File: src/rtl/midi_track_event_parser_top_assert.svh
// assertion macros for the midi track event parser top level
// expects clk and rst_n in the scope of use
`ifndef MIDI_TRACK_EVENT_PARSER_TOP_ASSERT_SVH
`define MIDI_TRACK_EVENT_PARSER_TOP_ASSERT_SVH

// same-cycle implication, off during reset
`define MTEP_ASSERT_IMP(lbl, ante, cons, msg) \
  lbl: assert property (@(posedge clk) disable iff (!rst_n) (ante) |-> (cons)) \
    else $error(msg);

// next-cycle implication, off during reset
`define MTEP_ASSERT_NXT(lbl, ante, cons, msg) \
  lbl: assert property (@(posedge clk) disable iff (!rst_n) (ante) |=> (cons)) \
    else $error(msg);

// condition that holds in the cycle after a reset edge
`define MTEP_ASSERT_RST(lbl, cons, msg) \
  lbl: assert property (@(posedge clk) (!rst_n) |=> (cons)) \
    else $error(msg);

`endif

File: src/rtl/mtep_pkg.sv
// shared types, codes and constants of the midi track event parser
// no dependencies
`default_nettype none

package mtep_pkg;

  localparam int unsigned VLEN_W = 28;
  localparam int unsigned CFG_ADDR_W = 3;
  localparam logic CFG_IDX_TRACK_LENGTH = 1'b0;

  localparam logic [1:0] KIND_CHAN  = 2'd0;
  localparam logic [1:0] KIND_SYSEX = 2'd1;
  localparam logic [1:0] KIND_META  = 2'd2;
  localparam logic [1:0] KIND_ABORT = 2'd3;

  localparam logic [7:0] ST_SYSEX  = 8'hf0;
  localparam logic [7:0] ST_ESCAPE = 8'hf7;
  localparam logic [7:0] ST_META   = 8'hff;
  localparam logic [7:0] ST_PROG   = 8'hc0;
  localparam logic [7:0] ST_PRESS  = 8'hd0;

  localparam logic [7:0] MT_SEQNUM  = 8'h00;
  localparam logic [7:0] MT_CHPFX   = 8'h20;
  localparam logic [7:0] MT_PORTPFX = 8'h21;
  localparam logic [7:0] MT_EOT     = 8'h2f;
  localparam logic [7:0] MT_TEMPO   = 8'h51;
  localparam logic [7:0] MT_TIMESIG = 8'h58;
  localparam logic [7:0] MT_KEYSIG  = 8'h59;

  localparam logic [7:0] KEY_SHARPS_MAX = 8'h07;
  localparam logic [7:0] KEY_FLATS_MIN  = 8'hf9;
  localparam logic [7:0] KEY_MODE_MAX   = 8'h01;

  typedef enum logic [3:0] {
    PH_DELTA    = 4'd0,
    PH_STATUS   = 4'd1,
    PH_DATA1    = 4'd2,
    PH_DATA2    = 4'd3,
    PH_SYSLEN   = 4'd4,
    PH_SYSDATA  = 4'd5,
    PH_METATYPE = 4'd6,
    PH_METALEN  = 4'd7,
    PH_METADATA = 4'd8
  } phase_t;

  typedef struct packed {
    logic [1:0]        kind;
    logic [VLEN_W-1:0] delta_time;
    logic [7:0]        command;
    logic [3:0]        channel;
    logic [7:0]        first_data;
    logic [7:0]        second_data;
    logic [7:0]        meta_code;
    logic [VLEN_W-1:0] meta_length;
    logic [31:0]       meta_value;
    logic              key_valid;
    logic              last_byte;
    logic              track_ended;
  } res_t;

  typedef struct packed {
    logic valid;
    logic ended;
  } core_stat_t;

  // number of leading payload bytes kept for a meta type
  function automatic logic [2:0] meta_cap(input logic [7:0] t);
    logic [2:0] c;
    case (t)
      MT_TEMPO:                        c = 3'd3;
      MT_TIMESIG, MT_KEYSIG, MT_SEQNUM: c = 3'd2;
      MT_CHPFX, MT_PORTPFX:            c = 3'd1;
      MT_EOT:                          c = 3'd0;
      default:                         c = 3'd4;
    endcase
    return c;
  endfunction

endpackage

`default_nettype wire

File: src/rtl/mtep_cfg.sv
// apb-style register file holding the track length
// depends on mtep_pkg
`default_nettype none

module mtep_cfg (
  input  wire logic                            clk,
  input  wire logic                            rst_n,
  input  wire logic                            psel,
  input  wire logic                            penable,
  input  wire logic                            pwrite,
  input  wire logic [mtep_pkg::CFG_ADDR_W-1:0] paddr,
  input  wire logic [31:0]                     pwdata,
  output logic      [31:0]                     prdata,
  output logic                                 pready,
  output logic      [31:0]                     track_length
);
  import mtep_pkg::*;

  logic [31:0] track_length_r;
  logic [31:0] track_length_nxt;
  logic        sel_len;

  assign sel_len = (paddr[CFG_ADDR_W-1] == CFG_IDX_TRACK_LENGTH);

  always_comb begin
    track_length_nxt = track_length_r;
    if (psel && penable && pwrite && sel_len) begin
      track_length_nxt = pwdata;
    end
  end

  always_ff @(posedge clk) begin
    if (!rst_n) begin
      track_length_r <= '0;
    end else begin
      track_length_r <= track_length_nxt;
    end
  end

  assign prdata       = sel_len ? track_length_r : 32'd0;
  assign pready       = 1'b1;
  assign track_length = track_length_r;

endmodule

`default_nettype wire

File: src/rtl/mtep_core.sv
// byte-wise track event decoder: parse state and per-byte result
// depends on mtep_pkg
`default_nettype none

module mtep_core (
  input  wire logic                 clk,
  input  wire logic                 rst_n,
  input  wire logic                 in_fire,
  input  wire logic [7:0]           in_byte,
  input  wire logic [31:0]          track_length,
  output mtep_pkg::core_stat_t      stat,
  output mtep_pkg::res_t            res
);
  import mtep_pkg::*;

  phase_t            phase_r,  phase_nxt;
  logic [VLEN_W-1:0] va_r,     va_nxt;
  logic [VLEN_W-1:0] hdelta_r, hdelta_nxt;
  logic [7:0]        rs_r,     rs_nxt;
  logic [7:0]        hfirst_r, hfirst_nxt;
  logic [7:0]        hmt_r,    hmt_nxt;
  logic [VLEN_W-1:0] bl_r,     bl_nxt;
  logic [31:0]       pay_r,    pay_nxt;
  logic [31:0]       off_r,    off_nxt;
  logic              ended_r,  ended_nxt;

  logic [VLEN_W-1:0] va_sh;
  logic [VLEN_W-1:0] bl_dec;
  logic [VLEN_W-1:0] got_cnt;
  logic [31:0]       off_inc;
  logic              len_hit;
  logic              rs_short;
  logic              emit;
  logic [1:0]        emit_kind;
  logic              fin;
  logic [VLEN_W-1:0] meta_len;
  logic [7:0]        ks_sf;
  logic [7:0]        ks_mi;

  assign va_sh    = {va_r[VLEN_W-8:0], in_byte[6:0]};
  assign bl_dec   = bl_r - VLEN_W'(1);
  assign got_cnt  = va_r - bl_r;
  assign off_inc  = (off_r == 32'hffff_ffff) ? off_r : off_r + 32'd1;
  assign len_hit  = (off_inc >= track_length);
  assign rs_short = (rs_r[7:5] == ST_PROG[7:5]);

  // next state
  always_comb begin
    phase_nxt  = phase_r;
    va_nxt     = va_r;
    hdelta_nxt = hdelta_r;
    rs_nxt     = rs_r;
    hfirst_nxt = hfirst_r;
    hmt_nxt    = hmt_r;
    bl_nxt     = bl_r;
    pay_nxt    = pay_r;
    off_nxt    = off_r;
    ended_nxt  = ended_r;
    emit       = 1'b0;
    emit_kind  = KIND_CHAN;
    fin        = 1'b0;
    if (in_fire && !ended_r) begin
      off_nxt = off_inc;
      case (phase_r)
        PH_DELTA: begin
          va_nxt = va_sh;
          if (!in_byte[7]) begin
            hdelta_nxt = va_sh;
            va_nxt     = '0;
            phase_nxt  = PH_STATUS;
          end
        end
        PH_STATUS: begin
          if (!in_byte[7]) begin
            if (rs_r == 8'd0) begin
              emit      = 1'b1;
              emit_kind = KIND_ABORT;
              ended_nxt = 1'b1;
              phase_nxt = PH_DELTA;
            end else begin
              hfirst_nxt = in_byte;
              if (rs_short) begin
                emit = 1'b1;
                fin  = 1'b1;
              end else begin
                phase_nxt = PH_DATA2;
              end
            end
          end else if (in_byte < ST_SYSEX) begin
            rs_nxt    = in_byte;
            phase_nxt = PH_DATA1;
          end else if (in_byte inside {ST_SYSEX, ST_ESCAPE}) begin
            hmt_nxt   = in_byte;
            va_nxt    = '0;
            phase_nxt = PH_SYSLEN;
          end else if (in_byte == ST_META) begin
            phase_nxt = PH_METATYPE;
          end else begin
            emit      = 1'b1;
            emit_kind = KIND_ABORT;
            ended_nxt = 1'b1;
            phase_nxt = PH_DELTA;
          end
        end
        PH_DATA1: begin
          hfirst_nxt = in_byte;
          if (rs_short) begin
            emit = 1'b1;
            fin  = 1'b1;
          end else begin
            phase_nxt = PH_DATA2;
          end
        end
        PH_DATA2: begin
          emit = 1'b1;
          fin  = 1'b1;
        end
        PH_SYSLEN: begin
          va_nxt = va_sh;
          if (!in_byte[7]) begin
            bl_nxt = va_sh;
            if (hmt_r == ST_SYSEX) begin
              emit      = 1'b1;
              emit_kind = KIND_SYSEX;
              if (va_sh == '0) begin
                fin = 1'b1;
              end else begin
                phase_nxt = PH_SYSDATA;
              end
            end else if (va_sh == '0) begin
              fin = 1'b1;
            end else begin
              phase_nxt = PH_SYSDATA;
            end
          end
        end
        PH_SYSDATA: begin
          bl_nxt    = bl_dec;
          emit      = 1'b1;
          emit_kind = KIND_SYSEX;
          if (bl_dec == '0) begin
            fin = 1'b1;
          end
        end
        PH_METATYPE: begin
          hmt_nxt   = in_byte;
          va_nxt    = '0;
          phase_nxt = PH_METALEN;
        end
        PH_METALEN: begin
          va_nxt = va_sh;
          if (!in_byte[7]) begin
            bl_nxt  = va_sh;
            pay_nxt = '0;
            if (va_sh == '0) begin
              emit      = 1'b1;
              emit_kind = KIND_META;
              fin       = 1'b1;
              if (hmt_r == MT_EOT) begin
                ended_nxt = 1'b1;
              end
            end else begin
              phase_nxt = PH_METADATA;
            end
          end
        end
        PH_METADATA: begin
          if (got_cnt < VLEN_W'(meta_cap(hmt_r))) begin
            pay_nxt = {pay_r[23:0], in_byte};
          end
          bl_nxt = bl_dec;
          if (bl_dec == '0) begin
            emit      = 1'b1;
            emit_kind = KIND_META;
            fin       = 1'b1;
            if (hmt_r == MT_EOT) begin
              ended_nxt = 1'b1;
            end
          end
        end
        default: begin
          phase_nxt = PH_DELTA;
          va_nxt    = '0;
        end
      endcase
      if (fin) begin
        phase_nxt = PH_DELTA;
        va_nxt    = '0;
        if (len_hit) begin
          ended_nxt = 1'b1;
        end
      end
    end
  end

  assign meta_len = (phase_r == PH_METALEN) ? va_sh : va_r;
  assign ks_sf    = pay_nxt[15:8];
  assign ks_mi    = pay_nxt[7:0];

  // result fields
  always_comb begin
    res             = '0;
    res.kind        = emit_kind;
    res.delta_time  = hdelta_r;
    res.track_ended = ended_nxt;
    case (emit_kind)
      KIND_CHAN: begin
        res.command     = {rs_r[7:4], 4'h0};
        res.channel     = rs_r[3:0];
        res.first_data  = hfirst_nxt;
        res.second_data = (phase_r == PH_DATA2) ? in_byte : 8'd0;
      end
      KIND_SYSEX: begin
        res.first_data = (phase_r == PH_SYSLEN) ? ST_SYSEX : in_byte;
        res.last_byte  = (bl_nxt == '0);
      end
      KIND_META: begin
        res.meta_code   = hmt_r;
        res.meta_length = meta_len;
        res.meta_value  = pay_nxt;
        res.key_valid   = (hmt_r == MT_KEYSIG) && (meta_len >= VLEN_W'(2))
                          && ((ks_sf <= KEY_SHARPS_MAX) || (ks_sf >= KEY_FLATS_MIN))
                          && (ks_mi <= KEY_MODE_MAX);
      end
      default: begin
        res.first_data = in_byte;
      end
    endcase
  end

  always_ff @(posedge clk) begin
    if (!rst_n) begin
      phase_r  <= PH_DELTA;
      va_r     <= '0;
      hdelta_r <= '0;
      rs_r     <= '0;
      hfirst_r <= '0;
      hmt_r    <= '0;
      bl_r     <= '0;
      pay_r    <= '0;
      off_r    <= '0;
      ended_r  <= 1'b0;
    end else begin
      phase_r  <= phase_nxt;
      va_r     <= va_nxt;
      hdelta_r <= hdelta_nxt;
      rs_r     <= rs_nxt;
      hfirst_r <= hfirst_nxt;
      hmt_r    <= hmt_nxt;
      bl_r     <= bl_nxt;
      pay_r    <= pay_nxt;
      off_r    <= off_nxt;
      ended_r  <= ended_nxt;
    end
  end

  assign stat.valid = emit;
  assign stat.ended = ended_r;

endmodule

`default_nettype wire

File: src/rtl/mtep_outbuf.sv
// two-entry result buffer between the decoder and the result channel
// depends on mtep_pkg
`default_nettype none

module mtep_outbuf (
  input  wire logic           clk,
  input  wire logic           rst_n,
  input  wire logic           push,
  input  mtep_pkg::res_t      din,
  output logic                full,
  output logic                out_valid,
  input  wire logic           out_stall,
  output mtep_pkg::res_t      dout
);
  import mtep_pkg::*;

  res_t       e0_r, e0_nxt;
  res_t       e1_r, e1_nxt;
  logic [1:0] cnt_r, cnt_nxt;
  logic       pop;

  assign pop = (cnt_r != 2'd0) && !out_stall;

  always_comb begin
    e0_nxt  = e0_r;
    e1_nxt  = e1_r;
    cnt_nxt = cnt_r;
    case ({push, pop})
      2'b11: begin
        if (cnt_r == 2'd1) begin
          e0_nxt = din;
        end else begin
          e0_nxt = e1_r;
          e1_nxt = din;
        end
      end
      2'b10: begin
        if (cnt_r == 2'd0) begin
          e0_nxt = din;
        end else begin
          e1_nxt = din;
        end
        cnt_nxt = cnt_r + 2'd1;
      end
      2'b01: begin
        e0_nxt  = e1_r;
        cnt_nxt = cnt_r - 2'd1;
      end
      default: begin
        cnt_nxt = cnt_r;
      end
    endcase
  end

  always_ff @(posedge clk) begin
    if (!rst_n) begin
      cnt_r <= 2'd0;
    end else begin
      cnt_r <= cnt_nxt;
    end
  end

  always_ff @(posedge clk) begin
    e0_r <= e0_nxt;
    e1_r <= e1_nxt;
  end

  assign full      = (cnt_r == 2'd2);
  assign out_valid = (cnt_r != 2'd0);
  assign dout      = e0_r;

endmodule

`default_nettype wire

File: src/rtl/midi_track_event_parser_top.sv
// Track chunk body parser for standard midi files. One byte is taken per
// cycle while in_stall is low; the decoder updates its parse state in the
// cycle of the request, and a result, if the byte completes one, is
// presented from a two-entry output buffer. in_stall rises only while that
// buffer holds two results, so a stalled result channel costs throughput
// and nothing else. Bytes after the track has ended are taken and dropped.
// The track length register at address 0 is checked as each event completes.
// top level: depends on mtep_pkg, mtep_cfg, mtep_core, mtep_outbuf and
// midi_track_event_parser_top_assert.svh
`default_nettype none

`include "midi_track_event_parser_top_assert.svh"

module midi_track_event_parser_top (
  input  wire logic                            clk,
  input  wire logic                            rst_n,
  input  wire logic                            in_valid,
  output logic                                 in_stall,
  input  wire logic [7:0]                      in_data_byte,
  output logic                                 out_valid,
  input  wire logic                            out_stall,
  output logic      [1:0]                      out_kind,
  output logic      [mtep_pkg::VLEN_W-1:0]     out_delta_time,
  output logic      [7:0]                      out_command,
  output logic      [3:0]                      out_channel,
  output logic      [7:0]                      out_first_data,
  output logic      [7:0]                      out_second_data,
  output logic      [7:0]                      out_meta_code,
  output logic      [mtep_pkg::VLEN_W-1:0]     out_meta_length,
  output logic      [31:0]                     out_meta_value,
  output logic                                 out_key_valid,
  output logic                                 out_last_byte,
  output logic                                 out_track_ended,
  input  wire logic                            psel,
  input  wire logic                            penable,
  input  wire logic                            pwrite,
  input  wire logic [mtep_pkg::CFG_ADDR_W-1:0] paddr,
  input  wire logic [31:0]                     pwdata,
  output logic      [31:0]                     prdata,
  output logic                                 pready
);
  import mtep_pkg::*;

  logic       [31:0] track_length;
  logic              in_fire;
  core_stat_t        stat;
  res_t              core_res;
  res_t              out_res;

  assign in_fire = in_valid && !in_stall;

  mtep_cfg u_cfg (
    .clk          (clk),
    .rst_n        (rst_n),
    .psel         (psel),
    .penable      (penable),
    .pwrite       (pwrite),
    .paddr        (paddr),
    .pwdata       (pwdata),
    .prdata       (prdata),
    .pready       (pready),
    .track_length (track_length)
  );

  mtep_core u_core (
    .clk          (clk),
    .rst_n        (rst_n),
    .in_fire      (in_fire),
    .in_byte      (in_data_byte),
    .track_length (track_length),
    .stat         (stat),
    .res          (core_res)
  );

  mtep_outbuf u_outbuf (
    .clk       (clk),
    .rst_n     (rst_n),
    .push      (stat.valid),
    .din       (core_res),
    .full      (in_stall),
    .out_valid (out_valid),
    .out_stall (out_stall),
    .dout      (out_res)
  );

  assign out_kind        = out_res.kind;
  assign out_delta_time  = out_res.delta_time;
  assign out_command     = out_res.command;
  assign out_channel     = out_res.channel;
  assign out_first_data  = out_res.first_data;
  assign out_second_data = out_res.second_data;
  assign out_meta_code   = out_res.meta_code;
  assign out_meta_length = out_res.meta_length;
  assign out_meta_value  = out_res.meta_value;
  assign out_key_valid   = out_res.key_valid;
  assign out_last_byte   = out_res.last_byte;
  assign out_track_ended = out_res.track_ended;

  `MTEP_ASSERT_RST(a_reset_empty, !out_valid && !in_stall, "buffer not empty after reset")
  `MTEP_ASSERT_NXT(a_ended_sticky, stat.ended, stat.ended, "track end flag dropped")
  `MTEP_ASSERT_IMP(a_no_result_after_end, stat.valid, !stat.ended, "result after track end")
  `MTEP_ASSERT_IMP(a_abort_ends, out_valid && (out_kind == KIND_ABORT), out_track_ended,
                   "abort result without track end")

endmodule

`default_nettype wire
File: config.mk
export PLATFORM = sky130hd
export DESIGN_NAME = midi_track_event_parser_top
export DESIGN_NICKNAME = d
export VERILOG_FILES = /design/src/rtl/mtep_pkg.sv /design/src/rtl/mtep_cfg.sv /design/src/rtl/mtep_core.sv /design/src/rtl/mtep_outbuf.sv /design/src/rtl/midi_track_event_parser_top.sv
export VERILOG_INCLUDE_DIRS = /design/src /design/src/rtl
export SDC_FILE = /design/constraint.sdc
export NUM_CORES = 1
export LEC_CHECK = 0
export ABC_AREA = 0
export BUFFER_PORTS_ARGS = -buffer_cell sky130_fd_sc_hd__clkbuf_2
export CAP_MARGIN = 10
export CORE_ASPECT_RATIO = 1.25
export CORE_MARGIN = 5
export CORE_UTILIZATION = 50
export DETAILED_ROUTE_END_ITERATION = 16
export PLACE_DENSITY = 0.79
export REMOVE_ABC_BUFFERS = 1
export SYNTH_ARGS = -nofsm -noshare
export SYNTH_HDL_FRONTEND = slang
export SYNTH_HIERARCHICAL = 1
export SYNTH_SLANG_ARGS = --single-unit
File: constraint.sdc
create_clock -name clk -period 38 [get_ports clk]
set_clock_uncertainty 0.05 [all_clocks]
set_input_delay 7.6 -clock clk [delete_from_list [all_inputs] [get_ports clk]]
set_output_delay 7.6 -clock clk [all_outputs]
set_load 0.1 [all_outputs]
Yosys cells after proc, flatten, opt, wreduce, memory -nomap -nowiden
Index checks and enable logic that the tools add are counted.
- flip-flop bits (word level): 469
- bits of input ports: 50
- output and inout bits: 164
- word-level logic and storage cells: 230
- add/subtract/negate cells: 5
- $lt $le $gt $ge: 7
- eq/ne operators: 43
- multiplexer cells: 96
- bitwise operators: 2
- reductions and logical operators: 41
- operator list (operator ; count):
    $mux 129 ; 4
    $pmux 129 s3 ; 1
    $pmux 129 s2 ; 1
    $mux 28 ; 8
    $mux 32 ; 5
    $pmux 28 s4 ; 1
    $logic_not 28->1 ; 3
    $mux 8 ; 9
    $mux 69 ; 1
    $pmux 32 s2 ; 1
    $pmux 28 s2 ; 1
    $mux 4 ; 11
    $add 32x1->32 const B ; 1
    $eq 32x32->1 const B ; 1
    $eq 8x8->1 const B ; 4
    $ge 32x32->1 ; 1
    $pmux 8 s2 ; 2
    $mux 1 ; 29
    $ge 28x2->1 const B ; 1
    $lt 28x3->1 ; 1
    $pmux 4 s7 ; 1
    $sub 28x1->28 const B ; 1
    $sub 28x28->28 ; 1
    $eq 8x6->1 const B ; 3
    46 further kinds ; 102

Logic depth before layout (Yosys ltp)
- depth after elaboration: 16
- mapped depth: 27
- gate-level depth less buffers: 24

Cells and area by module
The synthesis kept the hierarchy.
- modules (own cells, without submodules) (module ; instances ; cells an instance ; area an instance (um^2) ; sequential area each (um^2)):
    mtep_core ; 1 ; 1758 ; 12423.2 ; 3543.4
    mtep_outbuf ; 1 ; 745 ; 11606.1 ; 7787.5
    mtep_cfg ; 1 ; 177 ; 1537.7 ; 640.6
    midi_track_event_parser_top ; 1 ; 1 ; 13.8 ; 0.0

Least setup slack after synthesis
No wires, ideal clock.
- path kind: input to register
- from: input in_data_byte[3]
- to: register u_outbuf.e0_r, in the netlist u_outbuf/dout[0], enable pin
- library setup time: 0.795 ns
- data arrival time: 18.244 ns
- required time: 37.155 ns
- path slack: 18.911 ns
- stages: 8
- buffers on the path: 1
- cells stage by stage: or4_1 -> nor2_1 -> nor4b_1 -> o2bb2a_1 -> a21oi_1 -> buf_4 -> inv_1 -> o21ai_0
- longest elaborated chain between the ends: 10
- elaborated cells on any way between the ends: 20
- those cells by class: 1 x order compare; 7 x eq/ne; 8 x mux; 4 x reduce/logical
- RTL lines (what ; line ; RTL):
    from (decl) ; midi_track_event_parser_top.sv:19 ; input wire logic [7:0] in_data_byte,
    parallel branches: the longest is 5 deep, another holds $lt 8x8->1 ; - ;
    $pmux 1 s6 (*) ; mtep_core.sv:64 ; case (phase_r)
    $mux 1 (*) ; mtep_core.sv:62 ; if (in_fire && !ended_r) begin
    named net u_core.emit ; mtep_core.sv:33 ; logic emit;
    $eq 2x2->1 or $eq 2x1->1 (tied branches) ; mtep_outbuf.sv:28 ; case ({push, pop})
    $ne 2x1->1 (no line) or $reduce_bool 3->1 (tied branches) ; - ;
    $reduce_and 2->1 (no line) (*) ; - ;
    to (signal assigned) ; mtep_outbuf.sv:64 ; e0_r <= e0_nxt;
    to (decl) ; mtep_outbuf.sv:17 ; res_t e0_r, e0_nxt;
Mark *: on every way through the listed nets, which the timed path passes.
A chain may end at the register's enable or synchronous reset.

Worst setup path in the final report
- from: input paddr[2] (netlist bit)
- to: output prdata[29]
- longest elaborated chain between the ends: 1
- RTL lines (what ; line ; RTL):
    from (decl) ; midi_track_event_parser_top.sv:37 ; input wire logic [mtep_pkg::CFG_ADDR_W-1:0] paddr,
    $mux 32 ; mtep_cfg.sv:40 ; assign prdata = sel_len ? track_length_r : 32'd0;
    to (decl) ; midi_track_event_parser_top.sv:39 ; output logic [31:0] prdata,
No other way between the ends.

==> reports/metrics.yaml <==
worst_setup_path:
  path_class: "primary input to output pin"
  path_max_fanout: 33
  reg2reg_from: "u_core/bl_r[4]$_SDFF_PN0_"
  end_kind: "output pin"
  cp-startpoint: "paddr[2]"
  crit_required_ns: 30.35
  arrival_ns: 8.72
  worst_setup_path_start_kind: "primary input"
timing:
  max_freq_mhz: 61.1
  whs_ns: 0.422
  rsz0062_at_grt: "no"
  worstMarginPinSlew_ns: 1.23
  setup-violations-final: 0
  fin_crit_ns: 16.37
  report.final.slew_viol_count: 0
  min_period_over_period_pct: 43.1
  finalSetupTns_ns: 0
  relSlewSlack_pct: 17.9
  hold_violations: 0
global_routing:
  antenna_found_initial: 0
  grt_pass1_vias: 20600
  grt_pass1_wl_um: 110000
  gr-total-overflow: 0
  grt_max_degree: 213
  grt_usage_pct: 24.0
floorplanning:
  core_um2: 50500
  start_util_pct: 50.6
  die_area_um2: 55800
  die_y_um: 263
  rows: 92
  dieWidth_um: 212
  boundaryPins: 214
hold_path:
  min_path_type: "flop to flop"
  holdCritStartpoint: "u_cfg/track_length[13]$_SDFFE_PN0P_"
placement:
  io_buffers: 210
  place_congestion: 0.985
  dp_hpwl_um: 47400
detailed_routing:
  vias_per_cell: 6.19
  drt-initial-drc-count: 1689
  drt-pass1-iter-count: 6
  wirelength_um: 70300
  final_antenna_net_count: 0
  num_vias: 21400
  drc: 0
  wl_per_cell_um: 20.3
status:
  outcome: "complete, no violations"
synth:
  syn-instance-count: 2680
  syn_avg_cell_area_um2: 9.54
  synth.cell_area_um2: 25600
  synth_warnings: 6
final_layout:
  final_nets: 2882
  layout-drive-gt1-share_pct: 12.3
  synthToLayoutAreaGrowth_pct: 10.5
  antennaDiodeCount: 0
power_and_ir_drop:
  p_leak_nw: 10.3
  p_per_area_nw_per_um2: 52.6
  vdd_drop_max_mv: 0.0330
clock_tree:
  cts_root_buf: "clkbuf_16"
  cts_inserted_buffers: 47
  clk-insertion-delay-late_ns: 0.61
  cts_max_path_buffers: 3
  cts_tree: "yes"
  post_cts_buffers: 0
  cts_max_level: 2
  cts_sinks: 469
  cts-hold-fix-buffers: 0
  cts-resized-gates: 0
  clkSlewWorstSetupHoldPaths_ns: 0.06
run:
  maxCapViolCount: 0
final cells by class:
type | count | area, um2
Fill cell | 4232 | 22300
Tap cell | 658 | 823
Multi-Input combinational cell | 1921 | 12200
Timing Repair Buffer | 235 | 1250
Clock buffer | 62 | 1310
Inverter | 86 | 325
Sequential cell | 469 | 12000
Clock inverter | 26 | 382
critical path: stages:
cell      delay, ns
clkbuf_2       0.34
and2b_2        0.33
clkbuf_2       0.44
cells in the final DEF, fill, tap and decap left out, types with 7 or more instances in the layout:
cell type	count
nor4_1	23
nor2_1	205
o21ai_0	94
o21a_1	9
o31ai_1	7
and2_1	43
mux2i_1	184
nand2_1	322
nor2b_1	42
nand4_1	32
xnor2_1	36
a21o_1	16
dfxtp_1	211
a221oi_1	131
ha_1	68
nand2b_1	17
a22oi_1	42
nand3_1	72
buf_4	24
clkbuf_1	9
nor3_1	35
clkbuf_16	49
inv_1	85
or3_1	21
and3_1	26
a31oi_1	12
bufinv_16	8
clkbuf_2	210
xor2_1	38
o21ai_1	7
a211oi_1	8
edfxtp_1	258
a21oi_1	310
flip-flops by register name, indices dropped and copies added (netlist names):
register and count:
u_core/phase_r 4, u_core/ended_r 1, u_core/va_r 28, u_core/hdelta_r 28
u_outbuf/cnt_r 2, u_core/pay_r 32, u_core/bl_r 28, u_outbuf/e1_r 129
u_cfg/track_length 32, u_core/hfirst_r 8, u_core/off_r 32, u_outbuf/dout 129
u_core/rs_r 8, u_core/hmt_r 8
worst paths after layout:
| path | slack, ns | depth (start not counted) | end |
|---|---|---|---|
| max | 21.63 | 3 | prdata[29] |
| max reg2reg | 30.93 | 13 | u_outbuf/e1_r[17]$_DFFE_PP_ |
| min reg2reg | 0.42 | 2 | u_cfg/track_length[13]$_SDFFE_PN0P_ |
| min | 0.42 | 2 | u_cfg/track_length[13]$_SDFFE_PN0P_ |
metrics by stage:
| stage | total power, mW | instances | cell area [um2] | setup WS, ns | utilization, % |
|---|---|---|---|---|---|
| 6_report | 1.49 | 3457 | 28200 | 21.63 | 55.9 |
| 5_1_grt | 1.54 | 3457 | 28200 | 21.56 | 55.9 |
| 4_1_cts | 1.49 | 3457 | 28200 | 21.61 | 55.9 |
| 3_5_place_dp | 0.990 | 3369 | 26600 | 21.61 | 52.6 |
| 3_3_place_gp | 0.983 | 3369 | 26600 | 21.65 | 52.6 |
| 2_1_floorplan | 0.938 | 2476 | 24400 | 18.70 | - |
per-layer routing:
metal	wire, um	track usage (%)	share of wire [%]
met1	27400	29.9	39
met3	4880	3.26	6.9
met4	3170	10.3	4.5
met5	0	0	0
met2	34900	41.5	50
report_power, final:
part           leakage (nW)  switching [mW]  internal, mW  total [mW]
clock                 0.820           0.203         0.300       0.503
combinational          5.36           0.301        0.0913       0.393
sequential             4.13          0.0129         0.578       0.591
total                  10.3           0.517         0.969        1.49
Note: power is estimated with default switching activity, not from simulation.
